## config.mk

```make
export PLATFORM = sky130hd
export DESIGN_NAME = xmodem_packet_sender
export DESIGN_NICKNAME = d
export VERILOG_FILES = /design/src/rtl/xps_pkg.sv /design/src/rtl/xps_ram.sv /design/src/rtl/xps_ctrl.sv /design/src/rtl/xmodem_packet_sender.sv
export SDC_FILE = /design/constraint.sdc
export NUM_CORES = 1
export LEC_CHECK = 0
export ABC_CLOCK_PERIOD_IN_PS = 8000
export BUFFER_PORTS_ARGS = -buffer_cell sky130_fd_sc_hd__buf_2
export CORE_MARGIN = 5
export CORE_UTILIZATION = 40
export DETAILED_ROUTE_END_ITERATION = 8
export SLEW_MARGIN = 20
export SYNTH_ARGS = -nofsm -noshare
export SYNTH_HDL_FRONTEND = slang
export SYNTH_SLANG_ARGS = --single-unit
```

## constraint.sdc

```tcl
create_clock -name clk -period 8 [get_ports clk]
set_clock_uncertainty 0.05 [all_clocks]
set_input_delay 0.8 -clock clk [delete_from_list [all_inputs] [get_ports clk]]
set_output_delay 0.8 -clock clk [all_outputs]
set_load 0.05 [all_outputs]
```

## src/rtl/xps_pkg.sv

```systemverilog
// Shared types, character codes and the CRC-16 step for the XMODEM packet sender.
// No dependencies; xps_ctrl and the top level refer to it by scoped names, the testbench files import it.
`timescale 1ns / 1ps
package xps_pkg;

  localparam int BLOCK_BYTES = 128;
  localparam int ADDR_W      = $clog2(BLOCK_BYTES);
  localparam int INDEX_W     = 8;
  localparam int HDR_BYTES   = 3;

  localparam logic [INDEX_W-1:0] FILL_END   = INDEX_W'(BLOCK_BYTES);
  localparam logic [INDEX_W-1:0] HDR_LEN    = INDEX_W'(HDR_BYTES);
  localparam logic [INDEX_W-1:0] CHECK_HI   = INDEX_W'(HDR_BYTES + BLOCK_BYTES);
  localparam logic [INDEX_W-1:0] LAST_SUM   = INDEX_W'(HDR_BYTES + BLOCK_BYTES);
  localparam logic [INDEX_W-1:0] LAST_CRC   = INDEX_W'(HDR_BYTES + BLOCK_BYTES + 1);
  localparam logic [INDEX_W-1:0] IDX_NUM    = INDEX_W'(1);
  localparam logic [INDEX_W-1:0] IDX_NUM_N  = INDEX_W'(2);

  localparam logic [15:0] BLOCK_COUNT_RST = 16'd256;
  localparam logic [15:0] CRC_POLY        = 16'h1021;

  localparam logic [7:0] CH_SOH = 8'h01;
  localparam logic [7:0] CH_ETX = 8'h03;
  localparam logic [7:0] CH_EOT = 8'h04;
  localparam logic [7:0] CH_ACK = 8'h06;
  localparam logic [7:0] CH_NAK = 8'h15;
  localparam logic [7:0] CH_CAN = 8'h18;
  localparam logic [7:0] CH_C   = 8'h43;

  localparam logic [1:0] REQ_HOST = 2'd0;
  localparam logic [1:0] REQ_DATA = 2'd1;
  localparam logic [1:0] REQ_TX   = 2'd2;

  localparam logic [1:0] KIND_BYTE   = 2'd0;
  localparam logic [1:0] KIND_CANCEL = 2'd1;
  localparam logic [1:0] KIND_DONE   = 2'd2;

  typedef enum logic [2:0] {
    PH_IDLE,
    PH_FILL,
    PH_SEND,
    PH_WAIT_ACK,
    PH_EOT,
    PH_EOT_ACK
  } phase_t;

  typedef struct packed {
    logic       valid;
    logic [1:0] kind;
    logic [7:0] tx_byte;
    logic       from_ram;
    logic       last;
  } xps_res_t;

  typedef struct packed {
    logic              we;
    logic [ADDR_W-1:0] waddr;
    logic [7:0]        wdata;
    logic              re;
    logic [ADDR_W-1:0] raddr;
  } xps_ram_req_t;

  function automatic logic [15:0] crc_step(input logic [15:0] crc, input logic [7:0] b);
    logic [15:0] c;
    c = crc ^ {b, 8'h00};
    for (int k = 0; k < 8; k++) begin
      c = c[15] ? ((c << 1) ^ CRC_POLY) : (c << 1);
    end
    return c;
  endfunction

endpackage

```

## src/rtl/xps_ram.sv

```systemverilog
// Generic single-port-write, single-port-read RAM with registered read data.
// No dependencies.
`timescale 1ns / 1ps
module xps_ram #(
  parameter int WIDTH = 8,
  parameter int DEPTH = 128
) (
  input  logic                     clk,
  input  logic                     we,
  input  logic [$clog2(DEPTH)-1:0] waddr,
  input  logic [WIDTH-1:0]         wdata,
  input  logic                     re,
  input  logic [$clog2(DEPTH)-1:0] raddr,
  output logic [WIDTH-1:0]         rdata
);

  logic [WIDTH-1:0] mem [DEPTH];

  always_ff @(posedge clk) begin
    if (we) begin
      mem[waddr] <= wdata;
    end
    if (re) begin
      rdata <= mem[raddr];
    end
  end

endmodule

```

## src/rtl/xps_ctrl.sv

```systemverilog
// Protocol sequencer: phase, packet counters, running check value, RAM requests.
// Depends on xps_pkg.
`timescale 1ns / 1ps
module xps_ctrl (
  input  logic                  clk,
  input  logic                  rst,
  input  logic                  fire,
  input  logic [1:0]            req_type,
  input  logic [7:0]            in_byte,
  input  logic [15:0]           block_count,
  output xps_pkg::xps_res_t     res,
  output xps_pkg::xps_ram_req_t ram_req
);

  xps_pkg::phase_t phase, phase_next;
  logic                        crc_sel, crc_sel_next;
  logic [7:0]                  packet_number, packet_number_next;
  logic [15:0]                 blocks_sent, blocks_sent_next;
  logic [xps_pkg::INDEX_W-1:0] fill_index, fill_index_next;
  logic [xps_pkg::INDEX_W-1:0] send_index, send_index_next;
  logic [15:0]                 check_value, check_value_next;

  logic                        do_rearm;
  logic                        do_start;
  logic [xps_pkg::INDEX_W-1:0] data_off;
  logic [xps_pkg::INDEX_W-1:0] fill_inc;
  logic                        is_last;

  assign data_off = send_index - xps_pkg::HDR_LEN;
  assign fill_inc = fill_index + xps_pkg::INDEX_W'(1);
  assign is_last  = crc_sel ? (send_index >= xps_pkg::LAST_CRC)
                            : (send_index >= xps_pkg::LAST_SUM);

  always_ff @(posedge clk) begin
    if (rst) begin
      phase         <= xps_pkg::PH_IDLE;
      crc_sel       <= 1'b0;
      packet_number <= 8'd1;
      blocks_sent   <= '0;
      fill_index    <= '0;
      send_index    <= '0;
      check_value   <= '0;
    end else if (fire) begin
      phase         <= phase_next;
      crc_sel       <= crc_sel_next;
      packet_number <= packet_number_next;
      blocks_sent   <= blocks_sent_next;
      fill_index    <= fill_index_next;
      send_index    <= send_index_next;
      check_value   <= check_value_next;
    end
  end

  always_comb begin
    phase_next         = phase;
    crc_sel_next       = crc_sel;
    packet_number_next = packet_number;
    blocks_sent_next   = blocks_sent;
    fill_index_next    = fill_index;
    send_index_next    = send_index;
    check_value_next   = check_value;
    do_rearm           = 1'b0;
    do_start           = 1'b0;
    res                = '0;
    ram_req            = '0;
    ram_req.waddr      = fill_index[xps_pkg::ADDR_W-1:0];
    ram_req.wdata      = in_byte;
    ram_req.raddr      = data_off[xps_pkg::ADDR_W-1:0];

    unique case (req_type)
      xps_pkg::REQ_HOST: begin
        if (phase == xps_pkg::PH_IDLE) begin
          if (in_byte == xps_pkg::CH_ETX) begin
            do_rearm  = 1'b1;
            res.valid = 1'b1;
            res.kind  = xps_pkg::KIND_CANCEL;
          end else if (in_byte == xps_pkg::CH_C || in_byte == xps_pkg::CH_NAK) begin
            crc_sel_next = (in_byte == xps_pkg::CH_C);
            do_start     = 1'b1;
          end
        end else if (phase == xps_pkg::PH_WAIT_ACK) begin
          if (in_byte == xps_pkg::CH_ACK) begin
            blocks_sent_next   = blocks_sent + 16'd1;
            packet_number_next = packet_number + 8'd1;
            do_start           = 1'b1;
          end else if (in_byte == xps_pkg::CH_NAK) begin
            send_index_next = '0;
            phase_next      = xps_pkg::PH_SEND;
          end else if (in_byte == xps_pkg::CH_CAN) begin
            do_rearm  = 1'b1;
            res.valid = 1'b1;
            res.kind  = xps_pkg::KIND_CANCEL;
          end
        end else if (phase == xps_pkg::PH_EOT_ACK) begin
          if (in_byte == xps_pkg::CH_ACK) begin
            do_rearm  = 1'b1;
            res.valid = 1'b1;
            res.kind  = xps_pkg::KIND_DONE;
          end
        end
      end
      xps_pkg::REQ_DATA: begin
        if (phase == xps_pkg::PH_FILL && fill_index < xps_pkg::FILL_END) begin
          ram_req.we       = fire;
          check_value_next = crc_sel ? xps_pkg::crc_step(check_value, in_byte)
                                     : {8'h00, check_value[7:0] + in_byte};
          fill_index_next  = fill_inc;
          if (fill_inc >= xps_pkg::FILL_END) begin
            send_index_next = '0;
            phase_next      = xps_pkg::PH_SEND;
          end
        end
      end
      xps_pkg::REQ_TX: begin
        if (phase == xps_pkg::PH_SEND) begin
          res.valid = 1'b1;
          res.kind  = xps_pkg::KIND_BYTE;
          res.last  = is_last;
          if (send_index == '0) begin
            res.tx_byte = xps_pkg::CH_SOH;
          end else if (send_index == xps_pkg::IDX_NUM) begin
            res.tx_byte = packet_number;
          end else if (send_index == xps_pkg::IDX_NUM_N) begin
            res.tx_byte = ~packet_number;
          end else if (send_index < xps_pkg::CHECK_HI) begin
            res.from_ram = 1'b1;
            ram_req.re   = fire;
          end else if (send_index == xps_pkg::CHECK_HI) begin
            res.tx_byte = crc_sel ? check_value[15:8] : check_value[7:0];
          end else begin
            res.tx_byte = check_value[7:0];
          end
          if (is_last) begin
            send_index_next = '0;
            phase_next      = xps_pkg::PH_WAIT_ACK;
          end else begin
            send_index_next = send_index + xps_pkg::INDEX_W'(1);
          end
        end else if (phase == xps_pkg::PH_EOT) begin
          res.valid   = 1'b1;
          res.kind    = xps_pkg::KIND_BYTE;
          res.tx_byte = xps_pkg::CH_EOT;
          res.last    = 1'b1;
          phase_next  = xps_pkg::PH_EOT_ACK;
        end
      end
      default: begin
      end
    endcase

    if (do_start) begin
      fill_index_next  = '0;
      send_index_next  = '0;
      check_value_next = '0;
      phase_next       = (blocks_sent_next >= block_count) ? xps_pkg::PH_EOT
                                                           : xps_pkg::PH_FILL;
    end

    if (do_rearm) begin
      phase_next         = xps_pkg::PH_IDLE;
      crc_sel_next       = 1'b0;
      packet_number_next = 8'd1;
      blocks_sent_next   = '0;
      fill_index_next    = '0;
      send_index_next    = '0;
      check_value_next   = '0;
    end
  end

  assert property (@(posedge clk) disable iff (rst)
    !(ram_req.we && ram_req.re))
    else $error("packet store written and read in one cycle");

  assert property (@(posedge clk) disable iff (rst)
    (phase == xps_pkg::PH_FILL && !crc_sel) |-> (check_value[15:8] == 8'h00))
    else $error("checksum high byte not zero");

  assert property (@(posedge clk) disable iff (rst)
    (phase == xps_pkg::PH_SEND) |-> (fill_index == xps_pkg::FILL_END))
    else $error("sending a packet that is not fully stored");

endmodule

```

## src/rtl/xmodem_packet_sender.sv

```systemverilog
// Top level of the XMODEM packet sender: sequencer, packet store RAM, output register.
// Depends on xps_pkg, xps_ram and xps_ctrl.
//
//   channel  | handshake               | payload
//   ---------+-------------------------+----------------------------------
//   in       | in_valid / in_stall     | req_type, in_byte
//   out      | out_valid / out_stall   | result_kind, tx_byte, end_of_packet
//   cfg      | cfg_wr_en               | cfg_wr_data (block_count)
//
// One item is taken per cycle unless in_stall holds it; its result is registered in the output
// register in the cycle after the item, as the packet store read data lands.
// in_stall rises only for an item that makes a result while the output register
// holds a result that is stalled; other items keep flowing.
// Synchronous reset; the packet store needs no clearing, bytes are stored before
// they are sent.
`timescale 1ns / 1ps
module xmodem_packet_sender (
  input  logic        clk,
  input  logic        rst,
  input  logic        in_valid,
  output logic        in_stall,
  input  logic [1:0]  req_type,
  input  logic [7:0]  in_byte,
  output logic        out_valid,
  input  logic        out_stall,
  output logic [1:0]  result_kind,
  output logic [7:0]  tx_byte,
  output logic        end_of_packet,
  input  logic        cfg_wr_en,
  input  logic [15:0] cfg_wr_data
);

  logic [15:0]           block_count;
  logic                  fire;
  xps_pkg::xps_res_t     res;
  xps_pkg::xps_ram_req_t ram_req;
  logic [7:0]            ram_rdata;
  logic [1:0]            out_kind;
  logic [7:0]            out_byte;
  logic                  out_from_ram;
  logic                  out_last;

  always_ff @(posedge clk) begin
    if (rst) begin
      block_count <= xps_pkg::BLOCK_COUNT_RST;
    end else if (cfg_wr_en) begin
      block_count <= cfg_wr_data;
    end
  end

  assign in_stall = res.valid && out_valid && out_stall;
  assign fire     = in_valid && !in_stall;

  xps_ctrl u_ctrl (
    .clk         (clk),
    .rst         (rst),
    .fire        (fire),
    .req_type    (req_type),
    .in_byte     (in_byte),
    .block_count (block_count),
    .res         (res),
    .ram_req     (ram_req)
  );

  xps_ram #(
    .WIDTH (8),
    .DEPTH (xps_pkg::BLOCK_BYTES)
  ) u_store (
    .clk   (clk),
    .we    (ram_req.we),
    .waddr (ram_req.waddr),
    .wdata (ram_req.wdata),
    .re    (ram_req.re),
    .raddr (ram_req.raddr),
    .rdata (ram_rdata)
  );

  always_ff @(posedge clk) begin
    if (rst) begin
      out_valid <= 1'b0;
    end else if (fire && res.valid) begin
      out_valid <= 1'b1;
    end else if (!out_stall) begin
      out_valid <= 1'b0;
    end
  end

  always_ff @(posedge clk) begin
    if (fire && res.valid) begin
      out_kind     <= res.kind;
      out_byte     <= res.tx_byte;
      out_from_ram <= res.from_ram;
      out_last     <= res.last;
    end
  end

  assign result_kind   = out_kind;
  assign tx_byte       = out_from_ram ? ram_rdata : out_byte;
  assign end_of_packet = out_last;

  assert property (@(posedge clk) disable iff (rst)
    in_stall |-> (out_valid && out_stall))
    else $error("input stalled with no blocked transfer");

  assert property (@(posedge clk) disable iff (rst)
    (fire && res.valid) |=> out_valid)
    else $error("result lost after accepted item");

  assert property (@(posedge clk) disable iff (rst)
    (out_valid && out_from_ram) |-> (out_kind == xps_pkg::KIND_BYTE && !out_last))
    else $error("stored byte flagged as non-data result");

  assert property (@(posedge clk) disable iff (rst)
    (out_valid && out_kind != xps_pkg::KIND_BYTE) |-> !out_last && out_byte == 8'h00)
    else $error("cancel or done result carries byte data");

endmodule

```

Yosys cells after proc, flatten, opt, wreduce, memory -nomap -nowiden
Memory sizes are Yosys's and may differ from the RTL's. A register that Yosys moved wholly into a read port is not among the register bits.
Cells that the tools add are included.
{"block": "totals", "reg_bits": 89, "ramBits": 1024, "input_bits": 31, "output_inout_bits": 13, "word_cells": 193, "memories": 1}
{"memory": "u_store.mem", "words": 128, "width": 8, "read_ports": 1, "rd_clocked_by_memory_dff": 1, "wr": 1, "line_no": "xps_ram.sv:17", "rtl": "logic [WIDTH-1:0] mem [DEPTH];"}
{"block": "op_classes", "addsub": 6, "magnitude_cmp": 6, "eq_ne": 27, "mux": 104, "bitwise_logic": 12, "n_reduce_logical": 24}
{"cell": "two-way mux 8 bit", "count": 26}
{"cell": "two-way mux 16 bit", "count": 10}
{"cell": "two-way mux 13 bit", "count": 8}
{"cell": "two-way mux 3 bit", "count": 20}
{"cell": "two-way mux 1 bit", "count": 35}
{"cell": "adder 8 x 1 -> 8 bit (second input constant)", "count": 3}
{"cell": ">= comparator 8 bit (second input constant)", "count": 3}
{"cell": "NOT 3 bit", "count": 8}
{"cell": "case mux 8 bit (3 select lines)", "count": 1}
{"cell": "two-way mux 11 bit", "count": 2}
{"cell": "inequality test 4 x 1 -> 1 bit (second input constant)", "count": 5}
{"cell": "adder 16 x 1 -> 16 bit (second input constant)", "count": 1}
{"cell": "== test 8 x 2 -> 1 bit (second input constant)", "count": 2}
{"cell": "== test 8 x 5 -> 1 bit (second input constant)", "count": 2}
{"cell": ">= comparator 16 bit", "count": 1}
{"cell": "less-than comparator 8 bit (second input constant)", "count": 2}
{"cell": "XOR 16 bit", "count": 1}
{"cell": "AND reduction 10 bit", "count": 1}
{"cell": "AND reduction 5 bit", "count": 2}
{"cell": "nonzero test 2 bit", "count": 5}
{"cell": "case mux 3 bit (3 select lines)", "count": 1}
{"cell": "AND reduction 9 bit", "count": 1}
{"cell": "adder 8 bit", "count": 1}
{"cell": "== test 8 x 1 -> 1 bit (second input constant)", "count": 1}
{"cell": "26 further kinds", "count": 37}

Logic depth before layout (Yosys ltp)
Gate-level depths: netlist of run 1.
{"block": "depth", "ltp_word": 22, "mapped_depth": 17, "ltp_nobuf": 14}

By module
Synthesis of run 1 repeated with hierarchy kept, for this count alone.
{"block": "unflattened", "cells_unflattened": 2336, "area_unflattened_um2": 45590.0}
{"mod": "xps_ram", "instances": 1, "cells_per_inst": 1635, "area_each_um2": 39745.6, "seq_area_each_um2": 30989.7}
{"mod": "xps_ctrl", "instances": 1, "cells_per_inst": 621, "area_each_um2": 4755.8, "seq_area_each_um2": 1201.2}
{"mod": "xmodem_packet_sender", "instances": 1, "cells_per_inst": 80, "area_each_um2": 1088.5, "seq_area_each_um2": 700.7}

Worst setup path after synthesis of run 1
No wires, ideal clock.
{"block": "synth_timing", "kind": "input-to-reg", "start": "input in_byte[6]", "end": "register u_ctrl.phase[0]", "setup_time_ns": 0.119, "t_arrival_ns": 3.895, "t_required_ns": 7.831, "path_slack_ns": 3.936, "stages": 15, "n_path_buf": 1, "path_cell_list": "or4_4 or4_4 buf_6 nor4_1 nor2b_1 nand2_1 xnor2_1 ha_1 nand2_1 nor3_1 o21ai_0 a211o_1 o2111ai_1 nor3b_1 nor2_1"}
{"block": "synth_via", "elab_chain_cells": 12, "elab_cells_between_ends": 51, "cone_classes": "order compare: 1; eq/ne: 13; mux: 30; reduce/logical: 7"}
{"item": "from (decl)", "line_no": "xmodem_packet_sender.sv:23", "rtl": "input logic [7:0] in_byte,"}
{"item": "branches (longest 12 deep; another with >= comparator 16 bit)"}
{"item": "to (signal assigned)", "line_no": "xps_ctrl.sv:36", "rtl": "phase <= xps_pkg::PH_IDLE;"}
{"item": "to (signal assigned)", "line_no": "xps_ctrl.sv:44", "rtl": "phase <= phase_next;"}
{"item": "to (decl)", "line_no": "xps_ctrl.sv:15", "rtl": "xps_pkg::phase_t phase, phase_next;"}
Several ways; the timed one is not identified.
A chain may end at the register's enable or synchronous reset.

Worst setup path in the final report of run 1
{"block": "layout_timing", "start": "input in_byte[4]", "end": "memory u_store.mem[11][3] (enable)"}
{"block": "layout_via", "elab_chain_cells": 15, "elab_cells_between_ends": 21, "cone_classes": "eq/ne: 4; mux: 13; reduce/logical: 4"}
{"item": "== test 8 x 5 -> 1 bit", "line_no": "xps_ctrl.sv:89", "rtl": "end else if (in_byte == xps_pkg::CH_CAN) begin"}
{"item": "two-way mux 3 bit", "line_no": "xps_ctrl.sv:89"}
{"item": "two-way mux 3 bit", "line_no": "xps_ctrl.sv:86", "rtl": "end else if (in_byte == xps_pkg::CH_NAK) begin"}
{"item": "two-way mux 3 bit", "line_no": "xps_ctrl.sv:82", "rtl": "if (in_byte == xps_pkg::CH_ACK) begin"}
{"item": "two-way mux 3 bit", "line_no": "xps_ctrl.sv:81", "rtl": "end else if (phase == xps_pkg::PH_WAIT_ACK) begin"}
{"item": "two-way mux 3 bit (*)", "line_no": "xps_ctrl.sv:72", "rtl": "if (phase == xps_pkg::PH_IDLE) begin"}
{"item": "case mux 3 bit (2 select lines) (*)", "line_no": "xps_ctrl.sv:70", "rtl": "unique case (req_type)"}
{"item": "logical AND 1 bit (*) (2 in series)", "line_no": "xmodem_packet_sender.sv:51", "rtl": "assign in_stall = res.valid && out_valid && out_stall;"}
{"item": "logical NOT 1 bit (*)", "line_no": "xmodem_packet_sender.sv:52", "rtl": "assign fire = in_valid && !in_stall;"}
{"item": "logical AND 1 bit (*)", "line_no": "xmodem_packet_sender.sv:52"}
{"item": "two-way mux 1 bit (*)", "line_no": "xps_ctrl.sv:103", "rtl": "if (phase == xps_pkg::PH_FILL && fill_index < xps_pkg::FILL_END) begin"}
{"item": "two-way mux 1 bit (*)", "line_no": "xps_ctrl.sv:70"}
{"item": "two-way mux 1 bit (*)", "line_no": "xps_ram.sv:20", "rtl": "if (we) begin"}
{"item": "two-way mux 1 bit (not written as such) (*)", "line_no": "xps_ram.sv:21", "rtl": "mem[waddr] <= wdata;"}
{"item": "to (decl)", "line_no": "xps_ram.sv:17"}
Every way passes the cells marked *; elsewhere a longest branch is shown, timed or not.

==> impl_table.tex, run 1 <==
\begin{tabular}{lr}
\hline
Metric & Value \\
\hline
\multicolumn{2}{l}{\textbf{STA}} \\
Finish-stage setup viols & 0 \\
Slew @ Worst Pin & approximately 1.1 ns \\
Relative slew slack & between 20\% and 30\% \\
FMAX & between 0.2 and 0.25 GHz \\
Number of max-slew violations in the final report & 0 \\
Min cycle time layout & roughly 4.7 ns \\
Setup TNS Final & 0 ns \\
Number of hold violations in the final report & 0 \\
Unrepaired setup endpoints after global routing & false \\
Portion of the clock cycle consumed by the worst path in the final layout & about three fifths \\
\multicolumn{2}{l}{\textbf{Global routing}} \\
First-pass GRT wire length & approximately 170 mm \\
Vias in the first global route & $\sim$25,000 \\
Global-route usage over all layers & 18.86\% \\
Largest net degree at the start of global routing & approximately 130 \\
Initial antenna violation count & 1 \\
Total grt overflow & 0 \\
\multicolumn{2}{l}{\textbf{Place}} \\
Global placement routability congestion & 0.8569 \\
Count of buffers inserted at the top-level ports & between 40 and 50 \\
HPWL after detailed placement & roughly 71 mm \\
\multicolumn{2}{l}{\textbf{Final layout}} \\
Utilization of the core after routing & 45.16\% \\
Net count reported at finish & between 2,000 and 3,000 \\
Fraction of final layout cells with drive strength greater than 1 & just under 20\% \\
Layout overhead on the synthesized area & 12.15\% \\
Filler cell count in the final layout & between 9,000 and 10,000 \\
Antenna fix cells & 0 \\
\multicolumn{2}{l}{\textbf{Floorplan}} \\
FP Rows & about 120 \\
Vertical die dimension & 346.8 um \\
CORE AREA & approximately 110,000 um\^{}2 \\
Total Die Area & 120,300 um\^{}2 \\
Die span in x & approximately 350 um \\
IO Count & 44 \\
Initial standard-cell utilization of the core & 40.27\% \\
\multicolumn{2}{l}{\textbf{Power}} \\
Leakage power summed over all cells & 15.41 nW \\
Net Switching & $\sim$2.5 mW \\
Proportion of power drawn by the clock network & between 40 and 50\% \\
Share of total power consumed by net switching & about a fifth \\
Power density of the placed cells & approximately 230 nW/um\^{}2 \\
Internal Power & just over 9 mW \\
Highest ir drop seen on vdd & about 0.2 mV \\
Sequential power share & between 50\% and 60\% \\
Comb pwr share & under 10\% \\
\multicolumn{2}{l}{\textbf{Synth}} \\
Cell area after synthesis & between 40,000 and 50,000 um\^{}2 \\
Count of synthesis-stage warnings from yosys & 0 \\
Proportion of netlist area held by the largest area contributor & about 70\% \\
Post-Syn Area per Cell & $\sim$18 um\^{}2 \\
Async SR Flop Fraction & 0\% \\
Top cells by area, synth & edfxtp\_1 (69\%), mux4\_2 (13\%), dfxtp\_1 (3.4\%), nand2\_1 (2.0\%), nor2\_1 (1.7\%) \\
Seq cells post-synth & around 1,100 \\
Number of enable flip-flop cells after synthesis & about 1,000 \\
Mapped Cells & 2,573 \\
Most used flip-flop cell after synthesis & edfxtp\_1 \\
Sequential fraction of the synthesis area & 72.50\% \\
Number of nets in the synthesized netlist & between 2,000 and 3,000 \\
Number of distinct library cells after synthesis & 72 \\
Biggest area consumer among synthesized cells & edfxtp\_1 \\
\multicolumn{2}{l}{\textbf{Worst setup path}} \\
Top fanout value on the critical path & between 50 and 60 \\
Critical Path AT & 5.01 ns \\
R2r setup slk & approximately 3.4 ns \\
Reg2reg path depth & 8 \\
Class of the most critical setup path & in -> reg \\
Kind of end point of the critical path & register \\
Required time of the worst setup path & 8.26 ns \\
Worst setup SP type & input port \\
\multicolumn{2}{l}{\textbf{Worst hold path}} \\
Hold depth & 3 \\
Path class of the lowest-slack min-delay path & in -> reg \\
\multicolumn{2}{l}{\textbf{Clocking}} \\
Clock tree from TritonCTS & done \\
Setup repair bufs after CTS & 0 \\
Maximum buffer depth of the clock tree & 3 \\
Clock latency on the worst-skew pair & $\sim$0.69 ns \\
Master cell of the clock root buffer & clkbuf\_16 \\
Resized Gates After CTS & 0 \\
Number of buffers inserted by hold repair at cts & 0 \\
Clock-pin transition on the worst setup and hold timing paths & 0.07 ns \\
H-tree depth reported by CTS & 3 \\
Num CTS Buffers & about 110 \\
Clock net sink count & 1,121 \\
\multicolumn{2}{l}{\textbf{Drt}} \\
DR vias/cell & 5.797 \\
Via total after detailed routing & roughly 24,000 \\
Detailed Route Iter0 Violations & $\sim$2,600 \\
Post-DRT Antenna Nets & 0 \\
Total wire length after detailed routing & around 120 mm \\
Number of iterations in the first detailed-routing pass & 5 \\
Number of DRC violations after detailed routing & 0 \\
Detailed-route wire length per cell & about 27 um \\
\multicolumn{2}{l}{\textbf{Flow run}} \\
Number of maximum-capacitance constraint violations & 0 \\
\multicolumn{2}{l}{\textbf{Outcome}} \\
Result of the run & finished, final reports clean \\
\hline
\end{tabular}
path summary, 6_finish.rpt:
check	from	to
hold reg to reg	u_ctrl.check_value[10]$_SDFFE_PP0P_	u_ctrl.check_value[10]$_SDFFE_PP0P_
setup reg to reg	u_ctrl.phase[1]$_SDFFE_PP0P_	u_store.mem[11][3]$_DFFE_PP_
setup / recovery	in_byte[4]	u_store.mem[11][3]$_DFFE_PP_
hold / removal	cfg_wr_data[8]	block_count[8]$_SDFFE_PP1P_
cells by family after synthesis:
family | after synthesis | share of synthesized area [%]
buf+inv | 162 | 1.365
compound gates | 180 | 2.802
simple gates | 684 | 6.837
fa+ha+maj | 31 | 0.8715
xor+xnor | 63 | 1.216
flops | 1121 | 72.50
mux | 332 | 14.41
final cells by class:
| cell class | instances | area, um^2 | share of cell area, % |
|---|---|---|---|
| sequential | 1121 | 32900 | 64.65 |
| tap | 1500 | 1877 | 3.689 |
| clock buffer | 126 | 2790 | 5.484 |
| inverter | 26 | 97.59 | 0.1918 |
| timing repair buffer | 77 | 553.0 | 1.087 |
| multi-input combinational | 1290 | 11980 | 23.54 |
| clock inverter | 69 | 686.9 | 1.350 |
sequential cells by signal, indices dropped and copies added, names as in the netlist:
signal                count
u_ctrl.fill_index         8
out_from_ram              1
block_count              16
u_store.rdata             8
u_ctrl.phase              3
out_byte                  8
u_ctrl.check_value       16
u_ctrl.send_index         8
u_ctrl.blocks_sent       16
u_ctrl.crc_sel            1
result_kind               2
end_of_packet             1
u_ctrl.packet_number      8
out_valid                 1
u_store.mem            1024
stage by stage:
stage	power [mW]	cell area, um^2	cells	setup slack, ns	hold WS (ns)
6_report	11.77	50880	4209	3.252	0.3182
5_1_grt	12.13	50880	4209	3.021	0.3199
4_1_cts	11.85	50870	4209	3.294	0.2915
3_5_place_dp	6.894	47390	4014	2.553	0.4333
3_3_place_gp	6.890	47390	4014	2.692	0.4310
2_1_floorplan	6.709	45370	2573	3.936	0.4104
layout by cell type, fill, tap and decap left out, types with 32 or more instances in the layout:
cell type / instances
edfxtp_1: 1044
mux4_2: 256
nand2_1: 233
nor2_1: 208
clkbuf_16: 108
nand3_1: 98
dfxtp_1: 76
mux2i_1: 67
nand4_1: 40
a21oi_1: 37
buf_4: 37
o21ai_0: 35
buf_2: 35
xnor2_1: 32
power groups by stage:
stage / logic, mW / clock network (mW) / registers (mW)
after global placement: 0.351 / 0 / 6.54
after global routing: 0.377 / 5.34 / 6.41
final: 0.349 / 5.01 / 6.41
after detailed placement: 0.355 / 0 / 6.54
after floorplan: 0.173 / 0 / 6.54
after CTS: 0.355 / 5.08 / 6.41
cell usage after synthesis (10+ instances only):
cell	n
or3_1	15
edfxtp_1	1044
mux4_2	256
ha_1	30
nand3_1	101
nor3_1	14
clkbuf_1	102
buf_1	30
inv_1	26
o21ai_0	36
nor2_1	209
mux2i_1	67
nor2b_1	10
a21oi_1	37
a32oi_1	24
xor2_1	30
nand4_1	40
nand2_1	236
dfxtp_1	77
xnor2_1	33
worst max-delay path, stage by stage:
cell,delay (ns)
buf_4,0.50
nand2b_1,0.24
nor3b_1,0.10
nor3b_2,0.22
o31a_1,0.61
nor3_1,0.68
nand3_1,0.72
buf_4,0.51
nor2_1,0.58
layer usage:
layer | vias to the layer above | track usage (%) | share of wire (%)
met3 | 186 | 4.205 | 8.1
met5 | - | 0 | 0.011
met1 | 12682 | 25.82 | 41
met2 | 1166 | 30.58 | 48
met4 | 2 | 5.565 | 3.0
li1 | 10362 | - | -
No activity file was read; power rests on OpenSTA's default activity.
==> run 2: changes to the inputs <==
--- a/config.mk
+++ b/config.mk
@@ -5,7 +5,7 @@
 export SDC_FILE = /design/constraint.sdc
 export NUM_CORES = 1
 export LEC_CHECK = 0
-export ABC_CLOCK_PERIOD_IN_PS = 8000
+export ABC_CLOCK_PERIOD_IN_PS = 4800
 export BUFFER_PORTS_ARGS = -buffer_cell sky130_fd_sc_hd__buf_2
 export CORE_MARGIN = 5
 export CORE_UTILIZATION = 40
==> constraint.sdc (replaced) <==
create_clock -name clk -period 4.8 [get_ports clk]
set_clock_uncertainty 0.05 [all_clocks]
set_input_delay 0.48 -clock clk [delete_from_list [all_inputs] [get_ports clk]]
set_output_delay 0.48 -clock clk [all_outputs]
set_load 0.05 [all_outputs]
==> run 2 against run 1 <==
Effect of this change:
- combinational power up 69%
- hold slack worse by 0.26 ns
- wire length down 2.1%
==> impl_table.tex, run 2 (same netlist as run 1, synthesis figures left out) <==
\begin{tabular}{lr}
\hline
Metric & Value \\
\hline
\multicolumn{2}{l}{\textbf{Worst setup path}} \\
Cells along the critical path & inv\_1 > or4\_4 > nor2\_1 > and4\_1 > nand3\_1 > xnor2\_1 > ha\_1 > nand4\_1 > nor3\_1 > o21ai\_0 > a211o\_1 > o2111ai\_1 > nor3b\_1 > nor2\_1 (was buf\_4 > nand2b\_1 > nor3b\_1 > nor3b\_2 > o31a\_1 > nor3\_1 > nand3\_1 > buf\_4 > nor2\_1) \\
Reg2reg path depth & 14 (was 8) \\
Crit path launch & u\_ctrl.phase[0]\$\_SDFFE\_PP0P\_ (was in\_byte[4]) \\
Endpoint of the worst register-to-register path & u\_ctrl.phase[0]\$\_SDFFE\_PP0P\_ (was u\_store.mem[11][3]\$\_DFFE\_PP\_) \\
Class of the most critical setup path & reg -> reg (was in -> reg) \\
R2R Path Start & u\_ctrl.phase[0]\$\_SDFFE\_PP0P\_ (was u\_ctrl.phase[1]\$\_SDFFE\_PP0P\_) \\
Top fanout value on the critical path & 10 (was 51) \\
Cell with the largest stage delay on the worst path & or4\_4 (was nand3\_1) \\
Most repeated library cell on the critical path & nor2\_1 (was buf\_4) \\
Kind of end point of the critical path & register (unchanged) \\
Required time of the worst setup path & 5.32 ns (was 8.26 ns) \\
Worst setup SP type & register (was input port) \\
Slowest cell delay on critical path & 0.64 ns (was 0.72 ns) \\
R2r setup slk & 0.92 ns (was 3.44 ns) \\
Critical Path AT & 4.40 ns (was 5.01 ns) \\
\multicolumn{2}{l}{\textbf{STA}} \\
Min cycle time layout & around 3.9 ns \\
Portion of the clock cycle consumed by the worst path in the final layout & between 80 and 90\% \\
Final setup margin & 0.9197 ns (was 3.252 ns) \\
Finish-stage setup viols & 0 (unchanged) \\
Number of hold violations in the final report & 0 (unchanged) \\
Setup TNS Final & 0 ns (unchanged) \\
Hold slack & 0.05627 ns (was 0.3182 ns) \\
Unrepaired setup endpoints after global routing & false (unchanged) \\
Relative slew slack & 29.28\% (was 26.95\%) \\
FMAX & between 0.2 and 0.3 GHz \\
Number of max-slew violations in the final report & 0 (unchanged) \\
Slew @ Worst Pin & 1.059 ns (was 1.092 ns) \\
\multicolumn{2}{l}{\textbf{Global routing}} \\
Largest net degree at the start of global routing & 136 (was 129) \\
Initial antenna violation count & 0 (was 1) \\
Total grt overflow & 0 (unchanged) \\
Global-route usage over all layers & 18.53\% (was 18.86\%) \\
Vias in the first global route & 24,681 (was 24,536) \\
First-pass GRT wire length & 167.9 mm (was 169.4 mm) \\
\multicolumn{2}{l}{\textbf{Worst hold path}} \\
Path class of the lowest-slack min-delay path & in -> reg (unchanged) \\
Worst hold path endpoint & block\_count[12]\$\_SDFFE\_PP0P\_ (was block\_count[8]\$\_SDFFE\_PP1P\_) \\
Hold depth & 3 (unchanged) \\
Critical hold path startpoint & cfg\_wr\_data[12] (was cfg\_wr\_data[8]) \\
\multicolumn{2}{l}{\textbf{Place}} \\
Count of buffers inserted at the top-level ports & 43 (unchanged) \\
HPWL after detailed placement & 70.41 mm (was 70.99 mm) \\
Worst slack at placement & 0.3750 ns (was 2.553 ns) \\
Global placement routability congestion & 0.8424 (was 0.8569) \\
Placed cells & 4,052 (was 4,014) \\
\multicolumn{2}{l}{\textbf{Power}} \\
Total power draw & 20.16 mW (was 11.77 mW) \\
Net Switching & 4.102 mW (was 2.474 mW) \\
Sequential power share & 53.0\% (was 54.5\%) \\
Comb pwr share & 2.9\% (was 3.0\%) \\
Power density of the placed cells & 389.9 nW/um\^{}2 (was 231.3 nW/um\^{}2) \\
Internal Power & 16.05 mW (was 9.296 mW) \\
Proportion of power drawn by the clock network & 44.0\% (was 42.5\%) \\
Share of total power consumed by net switching & 20.35\% (was 21.02\%) \\
Highest ir drop seen on vdd & 0.3210 mV (was 0.2039 mV) \\
Leakage power summed over all cells & 15.87 nW (was 15.41 nW) \\
\multicolumn{2}{l}{\textbf{Drt}} \\
Post-DRT Antenna Nets & 0 (unchanged) \\
Detailed-route wire length per cell & 26.51 um (was 27.49 um) \\
Number of DRC violations after detailed routing & 0 (unchanged) \\
Via total after detailed routing & 24,460 (was 24,398) \\
Number of iterations in the first detailed-routing pass & 7 (was 5) \\
Detailed Route Iter0 Violations & 2,436 (was 2,553) \\
DR vias/cell & 5.722 (was 5.797) \\
Total wire length after detailed routing & 113.3 mm (was 115.7 mm) \\
\multicolumn{2}{l}{\textbf{Clocking}} \\
Num CTS Buffers & 111 (was 106) \\
H-tree depth reported by CTS & 3 (unchanged) \\
Clock net sink count & 1,121 (unchanged) \\
Maximum buffer depth of the clock tree & 3 (unchanged) \\
Clock latency on the worst-skew pair & 0.69 ns (about the same) \\
Clock tree from TritonCTS & done (unchanged) \\
Clock-pin transition on the worst setup and hold timing paths & 0.06 ns (was 0.07 ns) \\
Master cell of the clock root buffer & clkbuf\_16 (unchanged) \\
\multicolumn{2}{l}{\textbf{Final layout}} \\
Post-route insts no fill & 4,275 (was 4,209) \\
Max FFs per register & 1,024 (unchanged) \\
Commonest non-fill, non-tap cells in the layout & edfxtp\_1 (1,044), mux4\_2 (256), nand2\_1 (236) (was edfxtp\_1 (1,044), mux4\_2 (256), nand2\_1 (233)) \\
Largest reg by FF count & u\_store.mem (unchanged) \\
Leading cell type in the layout, fill and taps excluded & edfxtp\_1 (unchanged) \\
Layout overhead on the synthesized area & 13.94\% (was 12.15\%) \\
Fraction of final layout cells with drive strength greater than 1 & 20.51\% (was 19.64\%) \\
Net count reported at finish & 2,741 (was 2,684) \\
\multicolumn{2}{l}{\textbf{Floorplan}} \\
Initial standard-cell utilization of the core & 40.27\% (unchanged) \\
IO Count & 44 (unchanged) \\
CORE AREA & 112,700 um\^{}2 (unchanged) \\
Vertical die dimension & 346.8 um (unchanged) \\
Die span in x & 346.8 um (unchanged) \\
FP Rows & 123 (unchanged) \\
Total Die Area & 120,300 um\^{}2 (unchanged) \\
\multicolumn{2}{l}{\textbf{Outcome}} \\
Result of the run & finished, final reports clean (unchanged) \\
\multicolumn{2}{l}{\textbf{Flow run}} \\
Number of maximum-capacitance constraint violations & 0 (unchanged) \\
\hline
\end{tabular}
-- run 2: cell types whose count changed in the layout (fill, tap and decap cells not counted), moves of 5 or more --
cell / previous run / this run
bufinv_16: 8 / 16
dlygate4sd3_1: 0 / 14
buf_12: 5 / 15
clkbuf_16: 108 / 113
clkinvlp_4: 13 / 6
buf_4: 37 / 63
clkinv_1: 18 / 25
clkinv_2: 15 / 21
-- run 2: worst max path at each step --
stage	endpoint	cells after the start	slack (ns)
3_5_place_dp	u_ctrl.phase[0]$_SDFFE_PP0P_	15	0.37
6_report	u_ctrl.phase[0]$_SDFFE_PP0P_	14	0.92
5_1_grt	u_ctrl.phase[0]$_SDFFE_PP0P_	14	0.71
2_1_floorplan	u_ctrl.phase[0]$_SDFFE_PP0P_	15	1.06
4_1_cts	u_ctrl.phase[0]$_SDFFE_PP0P_	14	0.99
3_3_place_gp	u_ctrl.phase[0]$_SDFFE_PP0P_	15	0.36
-- run 2: layer usage --
layer | part of all wire [%] | routed length (um) | track usage, % | vias to the layer above
li1 | - | - | - | 10516
met1 | 42 | 47800 | 26.45 | 12772
met2 | 47 | 53310 | 29.24 | 1007
met3 | 7.9 | 8992 | 3.761 | 165
met4 | 2.8 | 3219 | 5.233 | 0
met5 | 0 | 0 | 0 | -
-- run 2: what timing repair did --
action                    4_1_cts  5_1_grt
hold buffers                   14        0
hold endpoints to repair       14        0
buffers inserted                0        0
gates resized for setup         0        0
-- run 2: power groups by stage --
stage / Clock, mW / Combinational, mW / Sequential [mW]
after global placement: 0 / 0.577 / 10.9
after global routing: 9.46 / 0.640 / 10.7
after CTS: 9.05 / 0.601 / 10.7
final: 8.88 / 0.589 / 10.7
after floorplan: 0 / 0.289 / 10.9
after detailed placement: 0 / 0.589 / 10.9
-- run 2: area by class of cell --
cell class / count / area, um^2
Clock inverter: 79 / 857.1
Tap cell: 1500 / 1877
Antenna cell: 1 / 2.502
Multi-Input combinational cell: 1290 / 11960
Sequential cell: 1121 / 32900
Fill cell: 9543 / 60960
Inverter: 26 / 97.59
Clock buffer: 129 / 2888
Timing Repair Buffer: 129 / 1111
-- run 2: per-stage QoR --
step / utilization, % / instance area, um^2
3_5_place_dp: 42.42 / 47790
3_3_place_gp: 42.42 / 47790
5_1_grt: 45.88 / 51690
2_1_floorplan: - / 45370
4_1_cts: 45.87 / 51670
6_report: 45.89 / 51690
-- run 2: worst max-delay path, delay by kind of cell (launching register included) --
| family | cells | cell delay (ns) |
|---|---|---|
| adders and majority gates | 1 | 0.32 |
| AOI/OAI and AO/OA | 3 | 0.52 |
| xor gates and xnor gates | 1 | 0.19 |
| and+or+nand+nor | 8 | 2.01 |
| buffers and inverters | 1 | 0.17 |
| DFF | 1 | 0.49 |
